`src/hdl/hnf_pkg.sv`:
```
// ----------------------------------------------------------------------------
// High-pass and notch filter chain package
// Shared widths, register indexes, the multiply-accumulate control group and
// the rounding and saturation function of the filter chain.
// ----------------------------------------------------------------------------
package hnf_pkg;

  localparam int SAMPLE_WIDTH   = 24;
  localparam int COEF_FRAC_BITS = 30;
  localparam int COEF_WIDTH     = 32;
  localparam int HP_COEF_WIDTH  = 31;
  localparam int OP_WIDTH       = SAMPLE_WIDTH + 2;
  localparam int PROD_WIDTH     = COEF_WIDTH + OP_WIDTH;
  localparam int ACC_WIDTH      = PROD_WIDTH + 3;
  localparam int REG_IDX_WIDTH  = 3;
  localparam int NUM_TAPS       = 5;
  localparam int TAP_WIDTH      = $clog2(NUM_TAPS);

  localparam logic [REG_IDX_WIDTH-1:0] REG_HP_ENABLE    = 3'd0;
  localparam logic [REG_IDX_WIDTH-1:0] REG_NOTCH_ENABLE = 3'd1;
  localparam logic [REG_IDX_WIDTH-1:0] REG_HP_COEF      = 3'd2;
  localparam logic [REG_IDX_WIDTH-1:0] REG_NOTCH_B0     = 3'd3;
  localparam logic [REG_IDX_WIDTH-1:0] REG_NOTCH_B1     = 3'd4;
  localparam logic [REG_IDX_WIDTH-1:0] REG_NOTCH_B2     = 3'd5;
  localparam logic [REG_IDX_WIDTH-1:0] REG_NOTCH_A1     = 3'd6;
  localparam logic [REG_IDX_WIDTH-1:0] REG_NOTCH_A2     = 3'd7;

  localparam logic signed [COEF_WIDTH-1:0] NOTCH_B0_RESET =
    COEF_WIDTH'(1) <<< COEF_FRAC_BITS;

  typedef struct packed {
    logic issue;
    logic first;
    logic sub;
  } mac_ctrl_t;

  // Scales an accumulated sum down by the coefficient fraction bits, rounding
  // the magnitude half away from zero, and saturates to the sample width.
  function automatic logic signed [SAMPLE_WIDTH-1:0] round_sat(
    input logic signed [ACC_WIDTH-1:0] acc
  );
    localparam logic [ACC_WIDTH:0] Half = (ACC_WIDTH + 1)'(1) << (COEF_FRAC_BITS - 1);
    localparam logic [ACC_WIDTH-COEF_FRAC_BITS:0] QLim =
      (ACC_WIDTH - COEF_FRAC_BITS + 1)'(1) << (SAMPLE_WIDTH - 1);
    logic [ACC_WIDTH-1:0]                mag;
    logic [ACC_WIDTH:0]                  rnd;
    logic [ACC_WIDTH-COEF_FRAC_BITS:0]   q;
    logic [SAMPLE_WIDTH-1:0]             ql;
    logic signed [SAMPLE_WIDTH-1:0]      res;
    mag = acc[ACC_WIDTH-1] ? ACC_WIDTH'(-acc) : ACC_WIDTH'(acc);
    rnd = {1'b0, mag} + Half;
    q   = rnd[ACC_WIDTH:COEF_FRAC_BITS];
    ql  = q[SAMPLE_WIDTH-1:0];
    if (acc[ACC_WIDTH-1]) begin
      if (q >= QLim) begin
        res = {1'b1, {(SAMPLE_WIDTH - 1){1'b0}}};
      end else begin
        res = $signed(-ql);
      end
    end else begin
      if (q >= QLim) begin
        res = {1'b0, {(SAMPLE_WIDTH - 1){1'b1}}};
      end else begin
        res = $signed(ql);
      end
    end
    return res;
  endfunction

endpackage

```
`src/hdl/hnf_in_if.sv`:
```
// ----------------------------------------------------------------------------
// Input channel
// Valid and ready handshake carrying one raw sample item with its flags.
// ----------------------------------------------------------------------------
interface hnf_in_if;

  logic                                  valid;
  logic                                  ready;
  logic signed [hnf_pkg::SAMPLE_WIDTH-1:0] sample_in;
  logic                                  gap_in;
  logic                                  start_of_record;

  modport source (output valid, output sample_in, output gap_in,
                  output start_of_record, input ready);
  modport sink (input valid, input sample_in, input gap_in,
                input start_of_record, output ready);

endinterface

```
`src/hdl/hnf_out_if.sv`:
```
// ----------------------------------------------------------------------------
// Output channel
// Valid and ready handshake carrying one filtered sample item.
// ----------------------------------------------------------------------------
interface hnf_out_if;

  logic                                  valid;
  logic                                  ready;
  logic signed [hnf_pkg::SAMPLE_WIDTH-1:0] sample_out;
  logic                                  gap_out;

  modport source (output valid, output sample_out, output gap_out, input ready);
  modport sink (input valid, input sample_out, input gap_out, output ready);

endinterface

```
`src/hdl/hnf_mac.sv`:
```
// ----------------------------------------------------------------------------
// Shared multiply-accumulate unit
// One signed multiplier with a registered product, followed by an adder that
// starts a new sum or adds or subtracts the product from the running sum.
// ----------------------------------------------------------------------------
module hnf_mac (
  input  logic                                   clk_i,
  input  logic                                   rst_ni,
  input  hnf_pkg::mac_ctrl_t                     ctrl_i,
  input  logic signed [hnf_pkg::COEF_WIDTH-1:0]  coef_i,
  input  logic signed [hnf_pkg::OP_WIDTH-1:0]    data_i,
  output logic signed [hnf_pkg::ACC_WIDTH-1:0]   acc_o
);

  logic signed [hnf_pkg::PROD_WIDTH-1:0] prod_q;
  logic                                  prod_vld_q;
  logic                                  first_q;
  logic                                  sub_q;
  logic signed [hnf_pkg::ACC_WIDTH-1:0]  acc_q;
  logic signed [hnf_pkg::ACC_WIDTH-1:0]  acc_d;
  logic signed [hnf_pkg::ACC_WIDTH-1:0]  prod_ext;
  logic signed [hnf_pkg::ACC_WIDTH-1:0]  base;

  always_ff @(posedge clk_i or negedge rst_ni) begin
    if (!rst_ni) begin
      prod_vld_q <= 1'b0;
      first_q    <= 1'b0;
      sub_q      <= 1'b0;
    end else begin
      prod_vld_q <= ctrl_i.issue;
      first_q    <= ctrl_i.first;
      sub_q      <= ctrl_i.sub;
    end
  end

  always_ff @(posedge clk_i) begin
    if (ctrl_i.issue) begin
      prod_q <= coef_i * data_i;
    end
    acc_q <= acc_d;
  end

  always_comb begin
    prod_ext = hnf_pkg::ACC_WIDTH'(prod_q);
    base     = first_q ? '0 : acc_q;
    acc_d    = acc_q;
    if (prod_vld_q) begin
      acc_d = sub_q ? base - prod_ext : base + prod_ext;
    end
  end

  assign acc_o = acc_q;

endmodule

```
`src/hdl/highpass_notch_filter_chain.sv`:
```
// ----------------------------------------------------------------------------
// High-pass and notch filter chain, top level
// High-pass multiply, wait and round run if enabled and primed, then notch tap
// products, wait and round if enabled; done registers the result when the output
// is free. A gap goes straight to done. No item is taken until idle, as up to six
// products go one at a time through the single shared multiplier. Reset clears all
// filter state, loads the register reset values and leaves the block ready.
// ----------------------------------------------------------------------------
module highpass_notch_filter_chain (
  input  logic                                    clk_i,
  input  logic                                    rst_ni,
  input  logic                                    cfg_we_i,
  input  logic [hnf_pkg::REG_IDX_WIDTH-1:0]       cfg_idx_i,
  input  logic [hnf_pkg::COEF_WIDTH-1:0]          cfg_wdata_i,
  hnf_in_if.sink                                  item_i,
  hnf_out_if.source                               res_o
);

  localparam logic [3:0] S_IDLE    = 4'd0;
  localparam logic [3:0] S_HP_MUL  = 4'd1;
  localparam logic [3:0] S_HP_WAIT = 4'd2;
  localparam logic [3:0] S_HP_RND  = 4'd3;
  localparam logic [3:0] S_NT_MUL  = 4'd4;
  localparam logic [3:0] S_NT_WAIT = 4'd5;
  localparam logic [3:0] S_NT_RND  = 4'd6;
  localparam logic [3:0] S_DONE    = 4'd7;

  localparam logic [hnf_pkg::TAP_WIDTH-1:0] TAP_B0   = 3'd0;
  localparam logic [hnf_pkg::TAP_WIDTH-1:0] TAP_B1   = 3'd1;
  localparam logic [hnf_pkg::TAP_WIDTH-1:0] TAP_B2   = 3'd2;
  localparam logic [hnf_pkg::TAP_WIDTH-1:0] TAP_A1   = 3'd3;
  localparam logic [hnf_pkg::TAP_WIDTH-1:0] TAP_A2   = 3'd4;

  logic                                       hp_en_q;
  logic                                       nt_en_q;
  logic [hnf_pkg::HP_COEF_WIDTH-1:0]          hp_coef_q;
  logic signed [hnf_pkg::COEF_WIDTH-1:0]      b0_q, b1_q, b2_q, a1_q, a2_q;

  logic [3:0]                                 state_q, state_d;
  logic [hnf_pkg::TAP_WIDTH-1:0]              tap_q, tap_d;
  logic                                       hp_primed_q, hp_primed_d;
  logic signed [hnf_pkg::SAMPLE_WIDTH-1:0]    hp_in_q, hp_in_d;
  logic signed [hnf_pkg::SAMPLE_WIDTH-1:0]    hp_out_q, hp_out_d;
  logic signed [hnf_pkg::SAMPLE_WIDTH-1:0]    xd0_q, xd0_d, xd1_q, xd1_d;
  logic signed [hnf_pkg::SAMPLE_WIDTH-1:0]    yd0_q, yd0_d, yd1_q, yd1_d;
  logic signed [hnf_pkg::SAMPLE_WIDTH-1:0]    cur_q, cur_d;
  logic                                       gap_q, gap_d;
  logic                                       out_vld_q, out_vld_d;
  logic signed [hnf_pkg::SAMPLE_WIDTH-1:0]    out_smp_q, out_smp_d;
  logic                                       out_gap_q, out_gap_d;

  hnf_pkg::mac_ctrl_t                         mac_ctrl;
  logic signed [hnf_pkg::COEF_WIDTH-1:0]      mac_coef;
  logic signed [hnf_pkg::OP_WIDTH-1:0]        mac_data;
  logic signed [hnf_pkg::ACC_WIDTH-1:0]       mac_acc;
  logic signed [hnf_pkg::SAMPLE_WIDTH-1:0]    rnd_y;
  logic                                       in_acc;
  logic                                       clr;

  hnf_mac u_mac (
    .clk_i  (clk_i),
    .rst_ni (rst_ni),
    .ctrl_i (mac_ctrl),
    .coef_i (mac_coef),
    .data_i (mac_data),
    .acc_o  (mac_acc)
  );

  assign in_acc       = item_i.valid && item_i.ready;
  assign item_i.ready = (state_q == S_IDLE);
  assign rnd_y        = hnf_pkg::round_sat(mac_acc);
  assign res_o.valid      = out_vld_q;
  assign res_o.sample_out = out_smp_q;
  assign res_o.gap_out    = out_gap_q;

  always_ff @(posedge clk_i or negedge rst_ni) begin
    if (!rst_ni) begin
      hp_en_q   <= 1'b0;
      nt_en_q   <= 1'b0;
      hp_coef_q <= '0;
      b0_q      <= hnf_pkg::NOTCH_B0_RESET;
      b1_q      <= '0;
      b2_q      <= '0;
      a1_q      <= '0;
      a2_q      <= '0;
    end else if (cfg_we_i) begin
      unique case (cfg_idx_i)
        hnf_pkg::REG_HP_ENABLE:    hp_en_q   <= cfg_wdata_i[0];
        hnf_pkg::REG_NOTCH_ENABLE: nt_en_q   <= cfg_wdata_i[0];
        hnf_pkg::REG_HP_COEF:      hp_coef_q <= cfg_wdata_i[hnf_pkg::HP_COEF_WIDTH-1:0];
        hnf_pkg::REG_NOTCH_B0:     b0_q      <= $signed(cfg_wdata_i);
        hnf_pkg::REG_NOTCH_B1:     b1_q      <= $signed(cfg_wdata_i);
        hnf_pkg::REG_NOTCH_B2:     b2_q      <= $signed(cfg_wdata_i);
        hnf_pkg::REG_NOTCH_A1:     a1_q      <= $signed(cfg_wdata_i);
        hnf_pkg::REG_NOTCH_A2:     a2_q      <= $signed(cfg_wdata_i);
        default: ;
      endcase
    end
  end

  always_ff @(posedge clk_i or negedge rst_ni) begin
    if (!rst_ni) begin
      state_q     <= S_IDLE;
      tap_q       <= '0;
      hp_primed_q <= 1'b0;
      hp_in_q     <= '0;
      hp_out_q    <= '0;
      xd0_q       <= '0;
      xd1_q       <= '0;
      yd0_q       <= '0;
      yd1_q       <= '0;
      out_vld_q   <= 1'b0;
    end else begin
      state_q     <= state_d;
      tap_q       <= tap_d;
      hp_primed_q <= hp_primed_d;
      hp_in_q     <= hp_in_d;
      hp_out_q    <= hp_out_d;
      xd0_q       <= xd0_d;
      xd1_q       <= xd1_d;
      yd0_q       <= yd0_d;
      yd1_q       <= yd1_d;
      out_vld_q   <= out_vld_d;
    end
  end

  always_ff @(posedge clk_i) begin
    cur_q     <= cur_d;
    gap_q     <= gap_d;
    out_smp_q <= out_smp_d;
    out_gap_q <= out_gap_d;
  end

  always_comb begin
    mac_ctrl = '0;
    mac_coef = b0_q;
    mac_data = hnf_pkg::OP_WIDTH'(cur_q);
    unique case (state_q)
      S_HP_MUL: begin
        mac_ctrl = '{issue: 1'b1, first: 1'b1, sub: 1'b0};
        mac_coef = $signed({1'b0, hp_coef_q});
        mac_data = hnf_pkg::OP_WIDTH'(hp_out_q) + hnf_pkg::OP_WIDTH'(cur_q)
                   - hnf_pkg::OP_WIDTH'(hp_in_q);
      end
      S_NT_MUL: begin
        mac_ctrl.issue = 1'b1;
        mac_ctrl.first = (tap_q == TAP_B0);
        mac_ctrl.sub   = (tap_q == TAP_A1) || (tap_q == TAP_A2);
        unique case (tap_q)
          TAP_B0: begin
            mac_coef = b0_q;
            mac_data = hnf_pkg::OP_WIDTH'(cur_q);
          end
          TAP_B1: begin
            mac_coef = b1_q;
            mac_data = hnf_pkg::OP_WIDTH'(xd0_q);
          end
          TAP_B2: begin
            mac_coef = b2_q;
            mac_data = hnf_pkg::OP_WIDTH'(xd1_q);
          end
          TAP_A1: begin
            mac_coef = a1_q;
            mac_data = hnf_pkg::OP_WIDTH'(yd0_q);
          end
          default: begin
            mac_coef = a2_q;
            mac_data = hnf_pkg::OP_WIDTH'(yd1_q);
          end
        endcase
      end
      default: ;
    endcase
  end

  always_comb begin
    state_d     = state_q;
    tap_d       = tap_q;
    hp_primed_d = hp_primed_q;
    hp_in_d     = hp_in_q;
    hp_out_d    = hp_out_q;
    xd0_d       = xd0_q;
    xd1_d       = xd1_q;
    yd0_d       = yd0_q;
    yd1_d       = yd1_q;
    cur_d       = cur_q;
    gap_d       = gap_q;
    out_smp_d   = out_smp_q;
    out_gap_d   = out_gap_q;
    out_vld_d   = out_vld_q && !res_o.ready;
    clr         = 1'b0;

    unique case (state_q)
      S_IDLE: begin
        if (in_acc) begin
          clr   = item_i.start_of_record || item_i.gap_in;
          gap_d = item_i.gap_in;
          cur_d = item_i.sample_in;
          if (clr) begin
            hp_primed_d = 1'b0;
            hp_in_d     = '0;
            hp_out_d    = '0;
            xd0_d       = '0;
            xd1_d       = '0;
            yd0_d       = '0;
            yd1_d       = '0;
          end
          if (item_i.gap_in) begin
            cur_d   = '0;
            state_d = S_DONE;
          end else if (hp_en_q && hp_primed_q && !clr) begin
            state_d = S_HP_MUL;
          end else begin
            if (hp_en_q) begin
              // The first sample of a record primes the high-pass stage.
              hp_primed_d = 1'b1;
              hp_in_d     = item_i.sample_in;
              hp_out_d    = '0;
              cur_d       = '0;
            end
            state_d = nt_en_q ? S_NT_MUL : S_DONE;
          end
        end
      end
      S_HP_MUL:  state_d = S_HP_WAIT;
      S_HP_WAIT: state_d = S_HP_RND;
      S_HP_RND: begin
        hp_in_d  = cur_q;
        hp_out_d = rnd_y;
        cur_d    = rnd_y;
        state_d  = nt_en_q ? S_NT_MUL : S_DONE;
      end
      S_NT_MUL: begin
        if (tap_q == TAP_A2) begin
          tap_d   = '0;
          state_d = S_NT_WAIT;
        end else begin
          tap_d = tap_q + 1'b1;
        end
      end
      S_NT_WAIT: state_d = S_NT_RND;
      S_NT_RND: begin
        xd1_d   = xd0_q;
        xd0_d   = cur_q;
        yd1_d   = yd0_q;
        yd0_d   = rnd_y;
        cur_d   = rnd_y;
        state_d = S_DONE;
      end
      S_DONE: begin
        if (!out_vld_q || res_o.ready) begin
          out_vld_d = 1'b1;
          out_smp_d = cur_q;
          out_gap_d = gap_q;
          state_d   = S_IDLE;
        end
      end
      default: state_d = S_IDLE;
    endcase
  end

  a_one_item_at_a_time: assert property (@(posedge clk_i) disable iff (!rst_ni)
    in_acc |=> !item_i.ready)
    else $error("A second item was taken while one was in work.");

  a_gap_is_zero: assert property (@(posedge clk_i) disable iff (!rst_ni)
    res_o.valid && res_o.gap_out |-> res_o.sample_out == '0)
    else $error("A gap item carries a nonzero sample.");

  a_gap_unprimes: assert property (@(posedge clk_i) disable iff (!rst_ni)
    in_acc && item_i.gap_in |=> !hp_primed_q && yd0_q == '0 && xd0_q == '0)
    else $error("A gap did not clear the filter state.");

  a_tap_idle: assert property (@(posedge clk_i) disable iff (!rst_ni)
    state_q != S_NT_MUL |-> tap_q == '0)
    else $error("The tap counter is not at its start outside the notch products.");

endmodule
```
`src/flat_wrapper.sv`:
```
// flat-port wrapper written by rule: the top's interface ports become plain ports
module highpass_notch_filter_chain_flat 
  (clk_i, rst_ni, cfg_we_i, cfg_idx_i, cfg_wdata_i, item_i_valid, item_i_sample_in, item_i_gap_in, item_i_start_of_record, item_i_ready, res_o_valid, res_o_sample_out, res_o_gap_out, res_o_ready);
  hnf_in_if item_i_i ();
  hnf_out_if res_o_i ();
  input  logic clk_i;
  input  logic rst_ni;
  input  logic cfg_we_i;
  input  logic [hnf_pkg::REG_IDX_WIDTH-1:0] cfg_idx_i;
  input  logic [hnf_pkg::COEF_WIDTH-1:0] cfg_wdata_i;
  input wire logic [$bits(item_i_i.valid)-1:0] item_i_valid;
  input wire logic [$bits(item_i_i.sample_in)-1:0] item_i_sample_in;
  input wire logic [$bits(item_i_i.gap_in)-1:0] item_i_gap_in;
  input wire logic [$bits(item_i_i.start_of_record)-1:0] item_i_start_of_record;
  output wire logic [$bits(item_i_i.ready)-1:0] item_i_ready;
  output wire logic [$bits(res_o_i.valid)-1:0] res_o_valid;
  output wire logic [$bits(res_o_i.sample_out)-1:0] res_o_sample_out;
  output wire logic [$bits(res_o_i.gap_out)-1:0] res_o_gap_out;
  input wire logic [$bits(res_o_i.ready)-1:0] res_o_ready;
  assign item_i_i.valid = item_i_valid;
  assign item_i_i.sample_in = item_i_sample_in;
  assign item_i_i.gap_in = item_i_gap_in;
  assign item_i_i.start_of_record = item_i_start_of_record;
  assign item_i_ready = item_i_i.ready;
  assign res_o_valid = res_o_i.valid;
  assign res_o_sample_out = res_o_i.sample_out;
  assign res_o_gap_out = res_o_i.gap_out;
  assign res_o_i.ready = res_o_ready;
  highpass_notch_filter_chain u_core (.clk_i(clk_i), .rst_ni(rst_ni), .cfg_we_i(cfg_we_i), .cfg_idx_i(cfg_idx_i), .cfg_wdata_i(cfg_wdata_i), .item_i(item_i_i), .res_o(res_o_i));
endmodule
```
`config.mk`:
```
export PLATFORM = sky130hd
export DESIGN_NAME = highpass_notch_filter_chain_flat
export DESIGN_NICKNAME = d
export VERILOG_FILES = /design/src/hdl/hnf_pkg.sv /design/src/hdl/hnf_in_if.sv /design/src/hdl/hnf_out_if.sv /design/src/hdl/hnf_mac.sv /design/src/hdl/highpass_notch_filter_chain.sv /design/src/flat_wrapper.sv
export SDC_FILE = /design/constraint.sdc
export NUM_CORES = 2
export LEC_CHECK = 0
export ABC_CLOCK_PERIOD_IN_PS = 13600
export BUFFER_PORTS_ARGS = -buffer_cell sky130_fd_sc_hd__buf_2
export CORE_MARGIN = 4
export CORE_UTILIZATION = 65
export CTS_BUF_LIST = sky130_fd_sc_hd__clkbuf_4
export CTS_CLUSTER_SIZE = 10
export DETAILED_ROUTE_END_ITERATION = 10
export PLACE_DENSITY = 0.83
export SKIP_CTS_REPAIR_TIMING = 1
export SYNTH_ARGS = -nofsm -noshare
export SYNTH_HDL_FRONTEND = slang
export SYNTH_HIERARCHICAL = 1
export SYNTH_SLANG_ARGS = --single-unit
export TNS_END_PERCENT = 1
```
`constraint.sdc`:
```
create_clock -name clk_i -period 13.6 [get_ports clk_i]
set_input_delay 1.36 -clock clk_i [delete_from_list [all_inputs] [get_ports clk_i]]
set_output_delay 1.36 -clock clk_i [all_outputs]
set_load 0.02 [all_outputs]
```
==> impl_metrics.csv <==
group,metric,value,unit
outcome,status,"complete, no violations",
drt,drc_errors,0,
sta,setup_total_negative_slack,0,ns
synthesis,synth_area,59500,um2
synthesis,synth-edff-count,169,
critical_path,cpMostUsedCell,"fa_1",
clock_network,ctsHtreeMaxLevel,4,
sta,finalCritPeriodShare,87.8,%
global_route,grt_max_degree,176,
critical_path,path_buf_inv,4,
synthesis,ys_seq_area_share,23.2,%
synthesis,synth_area_per_cell,9.63,um2
global_route,grt_usage,33.5,%
drt,postRouteWirelength,159000,um
sta,hold_viol,0,
global_route,grt_first_pass_wirelength,259000,um
clock_network,cts_made_buffers,143,
critical_path,worstPathRequired,14.42,ns
place,dpl_cell_area,61300,um2
clock_network,cts.sinks,517,
finish,syn2layout_area_growth,6.08,%
place,dp_hpwl,119000,um
floorplanning,fp.dieH,311,um
global_route,grt_pass1_vias,49200,
finish,final_cell_area,63100,um2
clock_network,cts.path.max_buffers,3,
synthesis,ys_top_cells_by_area,"fa_1 (30%), dfrtp_1 (15%), edfxtp_1 (8.5%), inv_1 (6.3%), ha_1 (5.3%)",
drt,dr.pass1.iters,8,
hold_path,hold_path.class,"input port to async pin",
drt,drt_iter0_markers,4195,
critical_path,reg2reg_from,"u_core/hp_in_q[1]$_DFFE_PN0P_",
place,io_buffer_count,92,
synthesis,synth_seq_cells,517,
sta,maxSlewHeadroom,19.6,%
critical_path,crit_path_max_incr_delay,0.82,ns
place,place.gp.congestion,0.957,
clock_network,clk_latency,1.13,ns
synthesis,netlist_instances,6180,
critical_path,reg2reg_to,"u_core/u_mac/prod_q[50]$_DFFE_PP_",
finish,nNetsFinal,7383,
critical_path,end_kind,"flop",
synthesis,synth_ff_type,"dfrtp_1",
synthesis,yosysTopAreaCellShare,29.6,%
sta,tightest_slew,1.21,ns
synthesis,synth_nets,7377,
floorplanning,dieArea,96400,um2
finish,drive_above_1_share,11.8,%
floorplanning,coreArea,90400,um2
drt,antenna_left,0,
clock_network,cts-root-buf,"clkbuf_4",
critical_path,r2r_setup_slack,1.66,ns
drt,vias_per_cell,6.21,
sta,clock.fmax,0.0838,GHz
flow_run,max-cap-violations,0,
critical_path,cpLargestDelayFamily,"compound AO/OA/AOI/OAI gates",
global_route,gr-total-overflow,0,
critical_path,reg2regPathDepth,38,
drt,routedWlPerCell,21.2,um
synthesis,synth.lib_cells_used.distinct,97,
clock_network,cts.clk_slew.worst_paths,0.08,ns
floorplanning,boundaryPins,93,
critical_path,path_max_fanout,15,
sta,post-route-min-period,11.94,ns
sta,rsz0062_at_grt,"false",
critical_path,slowest_stage,"o21ai_2",
drt,vias,46400,
global_route,antenna_found_initial,6,
critical_path,start_kind,"flop",
floorplanning,initial_core_util,65.8,%
synthesis,yosys_warnings,6,
finish,final_util,69.8,%
critical_path,crit_type,"flop to flop",
sta,setup_violations,0,
clock_network,cts_tree,"built",
sta,fin_worst_skew,0.0919,ns
synthesis,synth-async-reset-ratio,67.3,%
synthesis,yosys.area.top_type,"fa_1",
floorplanning,fp.dieW,311,um
critical_path,cp.arrival,12.75,ns
sta,drv_slew,0,
floorplanning,rows,110,
-- metrics by stage --
step / cells / hold WS [ns] / worst slack [ns]
2_1_floorplan: 6180 / 0.400 / 3.24
3_3_place_gp: 7217 / 0.403 / 2.21
3_5_place_dp: 7217 / 0.416 / 1.99
4_1_cts: 7464 / 0.242 / 1.88
5_1_grt: 7469 / 0.316 / 0.785
6_report: 7473 / 0.295 / 1.66
-- Yosys cell counts (17+ instances only) --
| master | count |
|---|---|
| clkbuf_1 | 309 |
| nand4_1 | 26 |
| a22oi_1 | 73 |
| inv_1 | 1002 |
| a211oi_1 | 32 |
| and3_1 | 27 |
| mux2i_1 | 18 |
| o21ai_1 | 54 |
| edfxtp_1 | 169 |
| a31oi_1 | 44 |
| nand3_1 | 86 |
| xor2_1 | 58 |
| mux2_2 | 200 |
| a22o_1 | 62 |
| fa_1 | 879 |
| dfrtp_1 | 347 |
| a32oi_1 | 29 |
| nor4_1 | 22 |
| nand2b_1 | 38 |
| nor3_1 | 52 |
| a21o_1 | 86 |
| nand2_1 | 680 |
| a222oi_1 | 36 |
| and2_1 | 374 |
| a21oi_1 | 233 |
| o21a_1 | 17 |
| o21bai_1 | 37 |
| ha_1 | 252 |
| o21ai_0 | 209 |
| xnor2_1 | 181 |
| buf_1 | 17 |
| nor2b_1 | 75 |
| nor2_1 | 206 |
-- logic make-up (layout without fill, tap and decap cells) --
kind of cell	Yosys count	after routing	synth area share (%)
AO/OA/AOI/OAI	1056	1056	11.9
XOR/XNOR	239	239	3.52
adder cells (fa/ha/maj)	1131	1131	34.9
buffers and inverters	1339	1447	8.48
flip-flops	517	517	23.2
multiplexers	218	218	4.09
other	0	9	0
AND/OR/NAND/NOR	1680	1680	14.0
-- worst register-to-register path: cells and delay by family, from the launching register on --
kind            cells  cell delay, ns
compound gates     18            5.25
fa+ha+maj          10            4.75
simple gates        5            0.59
buf+inv             4            0.46
flops               1            0.40
xor+xnor            1            0.20
-- worst max path at each step --
| stage | from | to | slack [ns] | cells after the start |
|---|---|---|---|---|
| 2_1_floorplan | u_core/hp_in_q[1]$_DFFE_PN0P_ | u_core/u_mac/prod_q[57]$_DFFE_PP_ | 3.24 | 39 |
| 3_3_place_gp | u_core/hp_in_q[1]$_DFFE_PN0P_ | u_core/u_mac/prod_q[57]$_DFFE_PP_ | 2.21 | 38 |
| 3_5_place_dp | u_core/hp_in_q[1]$_DFFE_PN0P_ | u_core/u_mac/prod_q[50]$_DFFE_PP_ | 1.99 | 38 |
| 4_1_cts | u_core/hp_in_q[1]$_DFFE_PN0P_ | u_core/u_mac/prod_q[50]$_DFFE_PP_ | 1.88 | 38 |
| 5_1_grt | u_core/cur_q[1]$_DFFE_PP_ | u_core/u_mac/prod_q[50]$_DFFE_PP_ | 0.78 | 39 |
| 6_report | u_core/hp_in_q[1]$_DFFE_PN0P_ | u_core/u_mac/prod_q[50]$_DFFE_PP_ | 1.66 | 38 |
-- metal layers --
layer	vias up	global-route usage (%)	routed length, um	part of all wire (%)
met5	-	0	16	0.010
met4	2	15.4	7840	4.9
met3	611	8.53	16400	10
met2	2449	54.2	74600	47
met1	23100	42.6	59900	38
li1	20200	-	-	-
-- flip-flops by register name (all words and copies together), names as in the netlist, 31 cells and up --
signal,count
u_core/u_mac/acc_o,61
u_core/u_mac/prod_q,58
u_core/a1_q,32
u_core/a2_q,32
u_core/b0_q,32
u_core/b1_q,32
u_core/b2_q,32
u_core/hp_coef_q,31
-- cell usage in the layout (no fill, tap or decap), types with 31 or more instances in the layout --
cell type,n
a211oi_1,31
a21o_1,86
a21oi_1,232
a222oi_1,36
a22o_1,62
a22oi_1,73
a31oi_1,44
and2_1,372
buf_2,91
buf_4,101
clkbuf_4,210
dfrtp_1,343
edfxtp_1,169
fa_1,879
ha_1,249
inv_1,1002
mux2_2,200
nand2_1,679
nand2b_1,38
nand3_1,86
nor2_1,204
nor2b_1,74
nor3_1,51
o21ai_0,163
o21ai_1,54
o21ai_2,45
o21bai_1,37
xnor2_1,181
xor2_1,58
-- area by class of cell --
cell class | instances | area (um2)
sequential | 517 | 13800
multi-input combinational | 4324 | 41000
antenna | 9 | 22.5
inverter | 1005 | 3770
clock inverter | 37 | 251
fill | 6565 | 27300
timing repair buffer | 195 | 1270
tap | 1176 | 1470
clock buffer | 210 | 1580
Power is not shown: default switching activity piles up to over one toggle a cycle in this logic, so the estimate is an artifact.
